[config.mk]
export PLATFORM = sky130hd
export DESIGN_NAME = edge_clipped_box_filter_1d
export DESIGN_NICKNAME = d
export VERILOG_FILES = /design/src/hw/rtl/ecbf_pkg.sv /design/src/hw/rtl/ecbf_jobq.sv /design/src/hw/rtl/ecbf_front.sv /design/src/hw/rtl/ecbf_div.sv /design/src/hw/rtl/edge_clipped_box_filter_1d.sv
export SDC_FILE = /design/constraint.sdc
export NUM_CORES = 2
export LEC_CHECK = 0
export BUFFER_PORTS_ARGS = -buffer_cell sky130_fd_sc_hd__buf_2
export CAP_MARGIN = 20
export CORE_ASPECT_RATIO = 0.8
export CORE_MARGIN = 2
export CORE_UTILIZATION = 60
export DETAILED_ROUTE_END_ITERATION = 6
export GPL_TIMING_DRIVEN = 0
export PLACE_DENSITY = 0.87
export RECOVER_POWER = 100
export SKIP_LAST_GASP = 1
export SYNTH_ARGS = -nofsm -noshare
export SYNTH_HDL_FRONTEND = slang
export SYNTH_SLANG_ARGS = --single-unit
[constraint.sdc]
create_clock -name clk -period 39.9 [get_ports clk]
set_input_delay 5.985 -clock clk [delete_from_list [all_inputs] [get_ports clk]]
set_output_delay 5.985 -clock clk [all_outputs]
set_load 0.03 [all_outputs]
[src/hw/rtl/ecbf_pkg.sv]
// Package for the edge-clipped box filter: shared types and constants.
// No dependencies; every other file of the block imports it.
`default_nettype none

package ecbf_pkg;

  // Configuration port
  localparam int CFG_DATA_W  = 32;
  localparam int CFG_ADDR_W  = 3;
  localparam int CFG_IDX_LSB = 2;              // byte address = 4 * register index
  localparam int RADIUS_W    = 5;

  localparam logic                REG_RADIUS   = 1'b0;   // register index of radius
  localparam logic [RADIUS_W-1:0] RADIUS_RESET = 5'd1;

  // Job queue between front and back
  localparam int JOBQ_DEPTH = 4;
  localparam int JOBQ_PTR_W = $clog2(JOBQ_DEPTH);
  localparam int JOBQ_CNT_W = $clog2(JOBQ_DEPTH + 1);
  localparam logic [JOBQ_CNT_W-1:0] JOBQ_FULL = JOBQ_CNT_W'(JOBQ_DEPTH);

  typedef enum logic {
    FS_STREAM,
    FS_FLUSH
  } fr_state_t;

  // Config control to the front: write strobe plus current radius
  typedef struct packed {
    logic                clear;
    logic [RADIUS_W-1:0] radius;
  } cfg_ctl_t;

  // Front status seen by the top level
  typedef struct packed {
    logic flushing;
    logic push;
  } fr_stat_t;

endpackage

`default_nettype wire

[src/hw/rtl/ecbf_jobq.sv]
// Short job FIFO between the front (window sum) and the back (divider).
// Depends on ecbf_pkg for depth constants.
`default_nettype none

module ecbf_jobq #(
  parameter int W = 29
) (
  input  logic         clk,
  input  logic         rst_n,
  input  logic         push,
  input  logic [W-1:0] push_data,
  output logic         push_ready,
  input  logic         pop,
  output logic [W-1:0] pop_data,
  output logic         pop_valid
);
  import ecbf_pkg::*;

  logic [W-1:0]            q_mem [JOBQ_DEPTH];
  logic [JOBQ_PTR_W-1:0]   wr_ptr_r, wr_ptr_nxt;
  logic [JOBQ_PTR_W-1:0]   rd_ptr_r, rd_ptr_nxt;
  logic [JOBQ_CNT_W-1:0]   cnt_r, cnt_nxt;
  logic                    do_push, do_pop;

  assign push_ready = (cnt_r != JOBQ_FULL);
  assign pop_valid  = (cnt_r != '0);
  assign pop_data   = q_mem[rd_ptr_r];
  assign do_push    = push && push_ready;
  assign do_pop     = pop && pop_valid;

  always_comb begin
    wr_ptr_nxt = do_push ? wr_ptr_r + 1'b1 : wr_ptr_r;
    rd_ptr_nxt = do_pop  ? rd_ptr_r + 1'b1 : rd_ptr_r;
    cnt_nxt    = cnt_r;
    if (do_push && !do_pop) begin
      cnt_nxt = cnt_r + 1'b1;
    end else if (do_pop && !do_push) begin
      cnt_nxt = cnt_r - 1'b1;
    end
  end

  always_ff @(posedge clk) begin
    if (!rst_n) begin
      wr_ptr_r <= '0;
      rd_ptr_r <= '0;
      cnt_r    <= '0;
    end else begin
      wr_ptr_r <= wr_ptr_nxt;
      rd_ptr_r <= rd_ptr_nxt;
      cnt_r    <= cnt_nxt;
    end
  end

  always_ff @(posedge clk) begin
    if (do_push) begin
      q_mem[wr_ptr_r] <= push_data;
    end
  end

endmodule

`default_nettype wire

[src/hw/rtl/ecbf_front.sv]
// Front end: accepts samples, keeps the sample ring and the running window
// sum, sequences the end-of-row flush and emits (sum, count, last) jobs. Uses ecbf_pkg.
`default_nettype none

module ecbf_front #(
  parameter int MAX_RADIUS  = 31,
  parameter int SAMPLE_BITS = 16
) (
  input  logic                                            clk,
  input  logic                                            rst_n,
  input  ecbf_pkg::cfg_ctl_t                              cfg,
  input  logic                                            in_valid,
  input  logic [SAMPLE_BITS-1:0]                          in_sample,
  input  logic                                            in_last,
  output logic                                            in_ready,
  input  logic                                            q_ready,
  output logic                                            push,
  output logic [SAMPLE_BITS+$clog2(2*MAX_RADIUS+2)-1:0]   job_sum,
  output logic [$clog2(2*MAX_RADIUS+2)-1:0]               job_cnt,
  output logic                                            job_last,
  output ecbf_pkg::fr_stat_t                              stat
);
  import ecbf_pkg::*;

  localparam int HIST_DEPTH = 2 * MAX_RADIUS + 2;
  localparam int CW         = $clog2(HIST_DEPTH);
  localparam int SUM_W      = SAMPLE_BITS + CW;
  localparam logic [CW:0]   DEPTH_C = (CW + 1)'(HIST_DEPTH);
  localparam logic [CW-1:0] SAT_C   = CW'(2 * MAX_RADIUS + 1);

  function automatic logic [CW-1:0] mod_sub(input logic [CW-1:0] a, input logic [CW-1:0] b);
    logic [CW:0] t;
    t = {1'b0, a} - {1'b0, b};
    if (t[CW]) begin
      t = t + DEPTH_C;
    end
    return t[CW-1:0];
  endfunction

  function automatic logic [CW-1:0] mod_inc(input logic [CW-1:0] a);
    logic [CW:0] t;
    t = {1'b0, a} + 1'b1;
    if (t == DEPTH_C) begin
      t = '0;
    end
    return t[CW-1:0];
  endfunction

  fr_state_t        state_r, state_nxt;
  logic [SUM_W-1:0] sum_r, sum_nxt;
  logic [CW-1:0]    rcv_r, rcv_nxt;        // samples seen this row, saturating
  logic [CW-1:0]    wp_r, wp_nxt;
  logic [CW-1:0]    rd_addr_r, rd_addr_nxt;
  logic [CW-1:0]    q_r, q_nxt;            // flush: row position being emitted
  logic [CW-1:0]    fcnt_r, fcnt_nxt;      // flush: window count for q_r

  logic [SAMPLE_BITS-1:0] hist_mem [HIST_DEPTH];
  logic [SAMPLE_BITS-1:0] rd_q_r, byp_data_r, rd_data;
  logic                   byp_r;
  logic                   hist_we;

  logic [CW-1:0]    r, two_r, two_r1, nm1, q0;
  logic             accept, sub_en, flush_end;
  logic [SUM_W-1:0] sum_acc;

  assign r      = CW'(cfg.radius);
  assign two_r  = r << 1;
  assign two_r1 = two_r + 1'b1;
  assign nm1    = (rcv_r >= r) ? r : rcv_r;   // outputs owed at row end, minus one
  assign q0     = rcv_r - nm1;

  assign in_ready  = (state_r == FS_STREAM) && q_ready;
  assign accept    = in_valid && in_ready;
  assign flush_end = (state_r == FS_FLUSH) && q_ready && (q_r == rcv_r);

  // ring read is write-first: same-cycle write to the read slot is forwarded
  assign rd_data = byp_r ? byp_data_r : rd_q_r;
  assign sub_en  = (rcv_r > two_r);
  assign sum_acc = sum_r - (sub_en ? SUM_W'(rd_data) : '0) + SUM_W'(in_sample);

  assign stat.flushing = (state_r == FS_FLUSH);
  assign stat.push     = push;

  always_comb begin
    state_nxt = state_r;
    unique case (state_r)
      FS_STREAM: if (accept && in_last) state_nxt = FS_FLUSH;
      FS_FLUSH:  if (flush_end) state_nxt = FS_STREAM;
    endcase
    if (cfg.clear) begin
      state_nxt = FS_STREAM;
    end
  end

  always_comb begin
    sum_nxt     = sum_r;
    rcv_nxt     = rcv_r;
    wp_nxt      = wp_r;
    rd_addr_nxt = rd_addr_r;
    q_nxt       = q_r;
    fcnt_nxt    = fcnt_r;
    hist_we     = 1'b0;
    push        = 1'b0;
    job_sum     = sum_r;
    job_cnt     = fcnt_r;
    job_last    = 1'b0;
    unique case (state_r)
      FS_STREAM: begin
        rd_addr_nxt = mod_sub(wp_r, two_r1);
        if (accept) begin
          hist_we = 1'b1;
          sum_nxt = sum_acc;
          if (in_last) begin
            q_nxt       = q0;
            fcnt_nxt    = (q0 >= r) ? nm1 + r + 1'b1 : rcv_r + 1'b1;
            rd_addr_nxt = mod_sub(wp_r, nm1 + r);
          end else begin
            push        = (rcv_r >= r);
            job_sum     = sum_acc;
            job_cnt     = ((rcv_r >= two_r) ? two_r : rcv_r) + 1'b1;
            rcv_nxt     = (rcv_r == SAT_C) ? SAT_C : rcv_r + 1'b1;
            wp_nxt      = mod_inc(wp_r);
            rd_addr_nxt = mod_sub(mod_inc(wp_r), two_r1);
          end
        end
      end
      FS_FLUSH: begin
        if (q_ready) begin
          push     = 1'b1;
          job_last = (q_r == rcv_r);
          if (q_r == rcv_r) begin
            sum_nxt     = '0;
            rcv_nxt     = '0;
            wp_nxt      = '0;
            rd_addr_nxt = mod_sub('0, two_r1);
          end else begin
            q_nxt       = q_r + 1'b1;
            rd_addr_nxt = mod_inc(rd_addr_r);
            if (q_r >= r) begin
              // window start moves past sample q-r
              sum_nxt  = sum_r - SUM_W'(rd_data);
              fcnt_nxt = fcnt_r - 1'b1;
            end
          end
        end
      end
    endcase
    if (cfg.clear) begin
      sum_nxt = '0;
      rcv_nxt = '0;
      wp_nxt  = '0;
    end
  end

  always_ff @(posedge clk) begin
    if (!rst_n) begin
      state_r   <= FS_STREAM;
      sum_r     <= '0;
      rcv_r     <= '0;
      wp_r      <= '0;
      rd_addr_r <= '0;
      byp_r     <= 1'b0;
    end else begin
      state_r   <= state_nxt;
      sum_r     <= sum_nxt;
      rcv_r     <= rcv_nxt;
      wp_r      <= wp_nxt;
      rd_addr_r <= rd_addr_nxt;
      byp_r     <= hist_we && (wp_r == rd_addr_nxt);
    end
  end

  always_ff @(posedge clk) begin
    q_r    <= q_nxt;
    fcnt_r <= fcnt_nxt;
  end

  always_ff @(posedge clk) begin
    if (hist_we) begin
      hist_mem[wp_r] <= in_sample;
    end
    rd_q_r     <= hist_mem[rd_addr_nxt];
    byp_data_r <= in_sample;
  end

endmodule

`default_nettype wire

[src/hw/rtl/ecbf_div.sv]
// Back end: pipelined restoring divider, one quotient bit per stage, that
// turns (sum, count) jobs into rounded means. Uses ecbf_pkg.
`default_nettype none

module ecbf_div #(
  parameter int SAMPLE_BITS = 16,
  parameter int CNT_W       = 6
) (
  input  logic                         clk,
  input  logic                         rst_n,
  input  logic                         job_valid,
  output logic                         job_ready,
  input  logic [SAMPLE_BITS+CNT_W-1:0] job_sum,
  input  logic [CNT_W-1:0]             job_cnt,
  input  logic                         job_last,
  output logic                         out_valid,
  input  logic                         out_ready,
  output logic [SAMPLE_BITS-1:0]       out_mean,
  output logic                         out_last
);
  import ecbf_pkg::*;

  localparam int SB    = SAMPLE_BITS;
  localparam int SUM_W = SAMPLE_BITS + CNT_W;

  // stage 0 holds the split dividend; stage k holds k quotient bits
  logic [SB:0]        st_v_r;
  logic [SB:0]        st_l_r;
  logic [SB-1:0]      st_x_r   [0:SB];
  logic [CNT_W-1:0]   st_rem_r [0:SB-1];
  logic [CNT_W-1:0]   st_d_r   [0:SB-1];
  logic [CNT_W:0]     st_t     [1:SB];
  logic [CNT_W:0]     st_diff  [1:SB];
  logic [SUM_W-1:0]   dividend;
  logic               adv;

  assign adv       = !st_v_r[SB] || out_ready;
  assign job_ready = adv;
  assign out_valid = st_v_r[SB];
  assign out_mean  = st_x_r[SB];
  assign out_last  = st_l_r[SB];

  // round to nearest, halves up
  assign dividend = job_sum + SUM_W'(job_cnt >> 1);

  always_comb begin
    for (int k = 1; k <= SB; k++) begin
      st_t[k]    = {st_rem_r[k-1], st_x_r[k-1][SB-1]};
      st_diff[k] = st_t[k] - {1'b0, st_d_r[k-1]};
    end
  end

  always_ff @(posedge clk) begin
    if (!rst_n) begin
      st_v_r <= '0;
    end else if (adv) begin
      st_v_r <= {st_v_r[SB-1:0], job_valid};
    end
  end

  always_ff @(posedge clk) begin
    if (adv) begin
      st_rem_r[0] <= dividend[SUM_W-1:SB];
      st_x_r[0]   <= dividend[SB-1:0];
      st_d_r[0]   <= job_cnt;
      st_l_r[0]   <= job_last;
      for (int k = 1; k <= SB; k++) begin
        st_x_r[k] <= {st_x_r[k-1][SB-2:0], !st_diff[k][CNT_W]};
        st_l_r[k] <= st_l_r[k-1];
      end
      for (int k = 1; k < SB; k++) begin
        st_rem_r[k] <= st_diff[k][CNT_W] ? st_t[k][CNT_W-1:0] : st_diff[k][CNT_W-1:0];
        st_d_r[k]   <= st_d_r[k-1];
      end
    end
  end

endmodule

`default_nettype wire

[src/hw/rtl/edge_clipped_box_filter_1d.sv]
// Top level of the edge-clipped 1-D box filter: APB register, front end,
// job queue and divider back end. Depends on ecbf_pkg and the ecbf_* modules.
`default_nettype none

// Streams one row of unsigned samples (in_tlast on the final one) and returns,
// for every row position, the mean of the samples within radius on either side,
// with the window clipped at both row ends and divided by the true count,
// rounded to nearest (halves up). Output for position q follows the input
// transaction for position q+radius; the last sample of a row releases the
// remaining min(received, radius)+1 outputs, the final one flagged by
// out_tlast. Rate: one sample per clock while streaming and the job queue
// has room. At the row end the flush sequencer emits one job per clock from
// the sample ring (one RAM read port) while the queue has room, so in_tready
// is low from the last sample until the flush ends. Results come out one per
// clock while out_tready is high, through a one-bit-per-stage divider
// pipeline; a 4-entry job queue lets input keep flowing while out_tready is
// briefly low. radius (register 0, byte address 0, reset 1; pwdata[4:0]) is
// saturated to MAX_RADIUS; writing it abandons the current row.
// Write it only while idle. The sample ring needs no clearing after reset.

module edge_clipped_box_filter_1d #(
  parameter int MAX_RADIUS  = 31,
  parameter int SAMPLE_BITS = 16
) (
  input  logic                                 clk,
  input  logic                                 rst_n,
  // input stream; tdata: [SAMPLE_BITS-1:0] sample, rest zero pad
  input  logic                                 in_tvalid,
  output logic                                 in_tready,
  input  logic [((SAMPLE_BITS+7)/8)*8-1:0]     in_tdata,
  input  logic                                 in_tlast,   // row_last
  // result stream; tdata: [SAMPLE_BITS-1:0] mean, rest zero pad
  output logic                                 out_tvalid,
  input  logic                                 out_tready,
  output logic [((SAMPLE_BITS+7)/8)*8-1:0]     out_tdata,
  output logic                                 out_tlast,  // out_last
  // APB configuration port
  input  logic                                 cfg_psel,
  input  logic                                 cfg_penable,
  input  logic                                 cfg_pwrite,
  input  logic [ecbf_pkg::CFG_ADDR_W-1:0]      cfg_paddr,
  input  logic [ecbf_pkg::CFG_DATA_W-1:0]      cfg_pwdata,
  output logic [ecbf_pkg::CFG_DATA_W-1:0]      cfg_prdata,
  output logic                                 cfg_pready
);
  import ecbf_pkg::*;

  localparam int CW    = $clog2(2 * MAX_RADIUS + 2);  // count / ring address width
  localparam int SUM_W = SAMPLE_BITS + CW;
  localparam int JOB_W = SUM_W + CW + 1;
  localparam int TD_W  = ((SAMPLE_BITS + 7) / 8) * 8;

  // ---------------- configuration register ----------------
  logic [RADIUS_W-1:0] radius_r, radius_nxt;
  logic [RADIUS_W-1:0] wr_val;
  logic                cfg_wr, cfg_hit;
  cfg_ctl_t            cfg_ctl;

  assign cfg_pready = 1'b1;
  assign cfg_wr     = cfg_psel && cfg_penable && cfg_pwrite && cfg_pready;
  assign cfg_hit    = cfg_wr && (cfg_paddr[CFG_IDX_LSB] == REG_RADIUS);
  assign wr_val     = cfg_pwdata[RADIUS_W-1:0];

  // pwdata[4:0] above the supported maximum saturates; upper bits are ignored
  assign radius_nxt = (32'(wr_val) > MAX_RADIUS) ? RADIUS_W'(MAX_RADIUS) : wr_val;

  always_ff @(posedge clk) begin
    if (!rst_n) begin
      radius_r <= RADIUS_RESET;
    end else if (cfg_hit) begin
      radius_r <= radius_nxt;
    end
  end

  assign cfg_prdata = (cfg_paddr[CFG_IDX_LSB] == REG_RADIUS) ? CFG_DATA_W'(radius_r) : '0;

  // a radius write also restarts the row in the front end
  assign cfg_ctl.clear  = cfg_hit;
  assign cfg_ctl.radius = radius_r;

  // ---------------- front end ----------------
  logic             job_push, q_push_ready;
  logic [SUM_W-1:0] job_sum;
  logic [CW-1:0]    job_cnt;
  logic             job_last;
  fr_stat_t         fr_stat;

  ecbf_front #(
    .MAX_RADIUS  (MAX_RADIUS),
    .SAMPLE_BITS (SAMPLE_BITS)
  ) u_front (
    .clk       (clk),
    .rst_n     (rst_n),
    .cfg       (cfg_ctl),
    .in_valid  (in_tvalid),
    .in_sample (in_tdata[SAMPLE_BITS-1:0]),
    .in_last   (in_tlast),
    .in_ready  (in_tready),
    .q_ready   (q_push_ready),
    .push      (job_push),
    .job_sum   (job_sum),
    .job_cnt   (job_cnt),
    .job_last  (job_last),
    .stat      (fr_stat)
  );

  // ---------------- job queue ----------------
  logic [JOB_W-1:0] q_in, q_out;
  logic             q_pop, q_valid;

  assign q_in = {job_last, job_cnt, job_sum};

  ecbf_jobq #(
    .W (JOB_W)
  ) u_jobq (
    .clk        (clk),
    .rst_n      (rst_n),
    .push       (job_push),
    .push_data  (q_in),
    .push_ready (q_push_ready),
    .pop        (q_pop),
    .pop_data   (q_out),
    .pop_valid  (q_valid)
  );

  // ---------------- divider back end ----------------
  logic [SAMPLE_BITS-1:0] mean;
  logic                   div_ready;

  assign q_pop = div_ready;

  ecbf_div #(
    .SAMPLE_BITS (SAMPLE_BITS),
    .CNT_W       (CW)
  ) u_div (
    .clk       (clk),
    .rst_n     (rst_n),
    .job_valid (q_valid),
    .job_ready (div_ready),
    .job_sum   (q_out[SUM_W-1:0]),
    .job_cnt   (q_out[SUM_W+CW-1:SUM_W]),
    .job_last  (q_out[JOB_W-1]),
    .out_valid (out_tvalid),
    .out_ready (out_tready),
    .out_mean  (mean),
    .out_last  (out_tlast)
  );

  assign out_tdata = TD_W'(mean);

  // ---------------- assertions ----------------
  // no input transaction while the flush sequencer owns the ring
  a_no_input_in_flush: assert property (@(posedge clk) disable iff (!rst_n)
    fr_stat.flushing |-> !in_tready)
    else $error("input accepted during row flush");

  // the front never pushes a job the queue cannot take
  a_no_queue_overflow: assert property (@(posedge clk) disable iff (!rst_n)
    fr_stat.push |-> q_push_ready)
    else $error("job pushed into full queue");

  // a radius write abandons any flush in progress
  a_cfg_abandons_row: assert property (@(posedge clk) disable iff (!rst_n)
    cfg_hit |=> !fr_stat.flushing)
    else $error("flush continued after radius write");

endmodule

`default_nettype wire
* Word-level counts from Yosys, hierarchy flattened
Memory sizes are Yosys's and may differ from the RTL's. A register that Yosys moved wholly into a read port is not among the register bits.
Cells that the tools add are included.
** Word-level totals
- Output and inout bits :: 52
- Memory bits (writable) :: 1604
- Bits of input ports :: 59
- Memories kept :: 5
- Register bits after elaboration :: 116
** Cells by class
- Reductions and logical operators :: 40
- Order comparisons :: 5
- Add/sub/neg operators :: 42
- Muxes and demuxes :: 87
- Bitwise gates (word level) :: 3
- Equality and inequality tests :: 14
** Memory list
- u_front.hist_mem :: words 64, bits a word 16, read ports 1, clocked after memory_dff 1, write ports 1, RTL line ecbf_front.sv:57 : logic [SAMPLE_BITS-1:0] hist_mem [HIST_DEPTH];
- u_div.st_x_r :: words 17, bits a word 16, read ports 17, clocked after memory_dff 0, write ports 17, RTL line ecbf_div.sv:29 : logic [SB-1:0] st_x_r [0:SB];
- u_jobq.q_mem :: words 4, bits a word 29, read ports 1, clocked after memory_dff 1, write ports 1, RTL line ecbf_jobq.sv:19 : logic [W-1:0] q_mem [JOBQ_DEPTH];
- u_div.st_d_r :: words 16, bits a word 6, read ports 16, clocked after memory_dff 0, write ports 16, RTL line ecbf_div.sv:31 : logic [CNT_W-1:0] st_d_r [0:SB-1];
- u_div.st_rem_r :: words 16, bits a word 6, read ports 16, clocked after memory_dff 0, write ports 16, RTL line ecbf_div.sv:30 : logic [CNT_W-1:0] st_rem_r [0:SB-1];
** Operators with widths (number)
- $mux 6 :: 50
- $mux 22 :: 7
- $sub 7x6->7 :: 16
- $pmux 6 s2 :: 5
- $add 6x1->6 const B :: 9
- $pmux 22 s2 :: 1
- $mux 16 :: 2
- $add 22x16->22 :: 1
- $add 22x5->22 :: 1
- $sub 22x16->22 :: 1
- $sub 22x22->22 :: 1
- $sub 6x6->7 :: 3
- $logic_not 1->1 :: 19
- $ge 6x5->1 :: 3
- $mux 1 :: 15
- $add 6x1->7 const B :: 2
- $eq 7x7->1 const B :: 2
- $logic_and 1x1->1 :: 13
- $eq 6x6->1 :: 2
- $ne 2x2->1 const B :: 5
- $reduce_and 4->1 :: 2
- $sub 1x6->7 const A :: 1
- $add 6x5->6 :: 1
- $eq 6x6->1 const B :: 1
- other kinds (20) :: 28

* Depth between registers and ports, before layout
- Word-level depth :: 14
- Mapped depth :: 29
- Gate-level depth less buffers :: 25

* Modules after synthesis
From an unflattened synthesis, not the netlist that was laid out.
** Unflattened totals
- Cell total of the unflattened synthesis :: 5772
- Area, all modules :: 76374.5 µm²
** Modules (own cells, without submodules)
- ecbf_front :: area an instance 49361.1 µm², times used 1, sequential area each 32591.3 µm², cells each 4042
- ecbf_div :: area an instance 21862.2 µm², times used 1, sequential area each 14784.2 µm², cells each 1473
- ecbf_jobq :: area an instance 4672.0 µm², times used 1, sequential area each 3663.5 µm², cells each 199
- edge_clipped_box_filter_1d :: area an instance 479.2 µm², times used 1, sequential area each 100.1 µm², cells each 58

* Worst setup path after synthesis
OpenSTA, ideal clock, no wires.
- Kind :: in2reg
- Start :: input port out_tready
- End :: memory u_div.st_d_r[0][0], enable pin
- Path slack :: 19.446 ns
- Data required time :: 38.868 ns
- Stages :: 4
- Setup time :: 1.032 ns
- Arrival time :: 19.422 ns
- Cells stage by stage :: nor2b_1 clkbuf_1 clkinv_1 buf_1
** RTL lines
- start, declared :: RTL line edge_clipped_box_filter_1d.sv:34 : input logic out_tready,
- end, declared :: RTL line ecbf_div.sv:31

==> summary.md <==
| Metric | Value |
|---|---|
| Hold Violations, Final | 0 |
| Final net count | 6163 |
| Post-route setup TNS | 0 ns |
| Psw | 2.16 mW |
| Hold depth | 0 |
| Worst Max-Slew Pin Slew | 4.38 ns |
| Total Routing Usage GR | 0.299 |
| Part of the power in the clock network | 0.244 |
| First-pass GRT wire length | 287000 um |
| Most frequent cells in the layout | 1633 x edfxtp_1, 896 x nand2_1, 333 x clkbuf_1 |
| RD Place Congestion | 0.991 |
| EDFF count, synth | 1633 |
| Critical Path Source Type | input pin |
| Comb power frac | 0.349 |
| Largest area contributor in the netlist | edfxtp_1 |
| Yosys reg bits | 1738 |
| Antenna violations before repair | 13 |
| Largest net degree at the start of global routing | 67 |
| Worst Path Arrival | 16.53 ns |
| Final Routed Wirelength | 194000 um |
| Synth warn | 0 |
| TritonCTS Buffers | 161 |
| Hold-fix buffers, CTS | 0 |
| Internal cell power | 4.17 mW |
| Die area | 128000 um^2 |
| Sequential share of the synthesized area | 0.682 |
| Post-CTS Setup Inserts | 0 |
| Worst reg-to-reg path cell count | 10 |
| Site Rows | 116 |
| Post-layout minimum cycle time | 16.16 ns |
| CTS resizes | 0 |
| Final Skew | 0.0711 ns |
| Detailed-route vias per instance | 6.50 |
| Clock Sinks | 1738 |
| Die width | 399 um |
| Max Root-Sink Buffers | 3 |
| Total number of vias | 49800 |
| GRT overflow | 0 |
| Crit share post-route | 0.405 |
| Setup WS post-layout | 23.74 ns |
| RSZ-0062 raised after global routing | false |
| Post-synth top flop | edfxtp_1 |
| Fin. max-slew vios | 1801 |
| Post-synth cell types | 80 |
| Worst skew pair latency | 0.85 ns |
| Max Fclk | 61.9 MHz |
| IO buf count | 52 |
| Pre-CTS WS | 27.50 ns |
| Leading cell type in the layout, fill and taps excluded | edfxtp_1 |
| Sw frac | 0.342 |
| Hold_ws | 0.413 ns |
| Crit Path Category | input pin to flip-flop |
| Top cells by area, synth | edfxtp_1 65%, nand2_1 4.5%, ha_1 3.3% |
| Max-cap violations | 52 |
| Mapped Cells | 5541 |
| CP required | 40.27 ns |
| Status | finished, violations left |
| Crit path capture type | flip-flop |
| Worst-path clk slew | 0.06 ns |
| Starting Density | 0.602 |
| Peak supply drop | 0.0518 mV |
| Type of the most critical hold path | flip-flop to flip-flop |
| Vias in the first global route | 48500 |
| CP max FO | 41 |
| DR DRC count | 190 |
| Synth top area share | 0.654 |
| FFs w/ async S/R, synth | 0 |
| Die Span Y | 320 um |
| I/O pins | 111 |
| H-tree depth | 4 |
| DRT iter0 DRCs | 8232 |
| Failing checks | DRC, capacitance limit, slew limit |
| Synthesized cell area | 75000 um^2 |
| DRT Pass-1 Iters | 7 |
| Syn Area/Cell | 13.5 um^2 |
| Sequential share of power | 0.406 |
| Final ANT Viol Nets | 0 |
| PD cells | 76.2 nW/um^2 |
| Final setup viols | 0 |
| WL/cell | 25.3 um |
| Max-slew headroom | -1.92 |
| LEAKAGE | 30.5 nW |
| Core ar. | 125000 um^2 |
| Post-DP HPWL | 126000 um |
| Root buffer cell | clkbuf_16 |
| CTS tree | done |
| Share of layout cells above drive strength 1 | 0.0950 |
| Layout area overhead | 10.7% |
## per-layer routing
layer / track usage / wire length (um) / share of wire
met1: 0.391 / 66700 / 0.34
met5: 0.0217 / 436 / 0.0023
met2: 0.435 / 83400 / 0.43
met4: 0.140 / 10600 / 0.055
met3: 0.122 / 32400 / 0.17
## power by group through the flow
stage | sequential [mW] | combinational (mW) | clock, mW
3_3_place_gp | 2.59 | 1.99 | 0
6_report | 2.57 | 2.21 | 1.55
4_1_cts | 2.57 | 2.14 | 1.55
3_5_place_dp | 2.61 | 2.10 | 0
5_1_grt | 2.61 | 2.36 | 1.61
2_1_floorplan | 2.56 | 1.50 | 0
## registers in the layout, indices dropped and copies added, names as in the netlist, named ones only
register            cells
u_jobq.wr_ptr_r         2
u_jobq.q_mem          116
u_front.rcv_r           6
u_front.sum_r          22
u_div.st_d_r           96
u_front.wp_r            6
u_front.rd_q_r         16
u_front.state_r         1
u_front.hist_mem     1024
radius_r                5
u_front.byp_r           1
u_front.byp_data_r     16
u_front.q_r             6
u_div.st_l_r           17
u_front.fcnt_r          6
u_div.st_v_r           17
u_div.st_x_r          272
u_jobq.rd_ptr_r         2
u_div.st_rem_r         96
u_front.rd_addr_r       6
u_jobq.cnt_r            3
## cell type report
| class | count | area, um^2 |
|---|---|---|
| sequential | 1738 | 51100 |
| fill | 8048 | 41500 |
| multi-input combinational | 3254 | 21400 |
| clock buffer | 209 | 4350 |
| tap | 1652 | 2070 |
| buffer | 343 | 1660 |
| clock inverter | 80 | 901 |
| inverter | 232 | 871 |
| timing repair buffer | 141 | 627 |
| antenna | 6 | 15.0 |
## logic make-up after synthesis
logic type | Yosys count | share of synthesized area
muxes | 259 | 0.0415
adders and majority gates | 236 | 0.0431
DFF | 1738 | 0.682
other | 2 | 0.000100
and+or+nand+nor | 1812 | 0.111
xor gates and xnor gates | 189 | 0.0221
buffers and inverters | 575 | 0.0339
AOI/OAI and AO/OA | 730 | 0.0669
## cell usage after synthesis (5+ instances only)
cell	number
a221oi_1	5
nand4_1	79
o21a_1	7
o211ai_1	68
nor2b_1	49
o221ai_1	10
clkbuf_1	158
a211oi_1	11
o21ai_0	184
mux4_2	28
buf_1	25
inv_1	229
edfxtp_1	1633
buf_4	65
a21oi_1	133
nand2_1	896
o2111ai_1	5
ha_1	195
a311o_1	66
mux2i_1	98
or2_2	5
nand3_1	289
buf_2	92
fa_1	38
xnor2_1	124
and3_1	201
mux2_2	133
a21o_1	52
a311oi_1	5
xor2_1	65
nor2_1	180
and2_1	12
or3_1	10
nand2b_1	47
dfxtp_1	105
nor3_1	22
o311a_1	64
a31oi_1	74
nand3b_1	6
## metrics by stage
stage,instances,area (um^2),util,power (mW)
floorplan,5567,75100,-,4.06
global placement,7271,77400,0.622,4.58
detailed placement,7352,78700,0.632,4.70
CTS,7641,83900,0.674,6.26
global route,7651,83000,0.667,6.58
finish,7655,83000,0.667,6.33
## worst paths after layout
check	from	end	slack, ns
worst max register to register	u_div.st_v_r[16]$_SDFFE_PN0P_	u_div.st_x_r[0][261]$_DFFE_PP_	28.62
worst min register to register	u_div.st_x_r[0][102]$_DFFE_PP_	u_div.st_x_r[0][119]$_DFFE_PP_	0.41
worst max-delay path	out_tready	u_div.st_x_r[0][261]$_DFFE_PP_	23.74
worst min-delay path	u_div.st_x_r[0][102]$_DFFE_PP_	u_div.st_x_r[0][119]$_DFFE_PP_	0.41
## critical path: stages
cell,delay [ns]
buf_2,0.07
nor2b_1,0.03
clkbuf_1,0.19
clkinv_1,0.19
clkbuf_1,1.18
clkbuf_1,1.30
clkbuf_1,1.51
clkbuf_1,1.50
clkbuf_1,1.54
clkbuf_1,1.47
clkbuf_1,1.45
(Power assumes the default switching activity.)
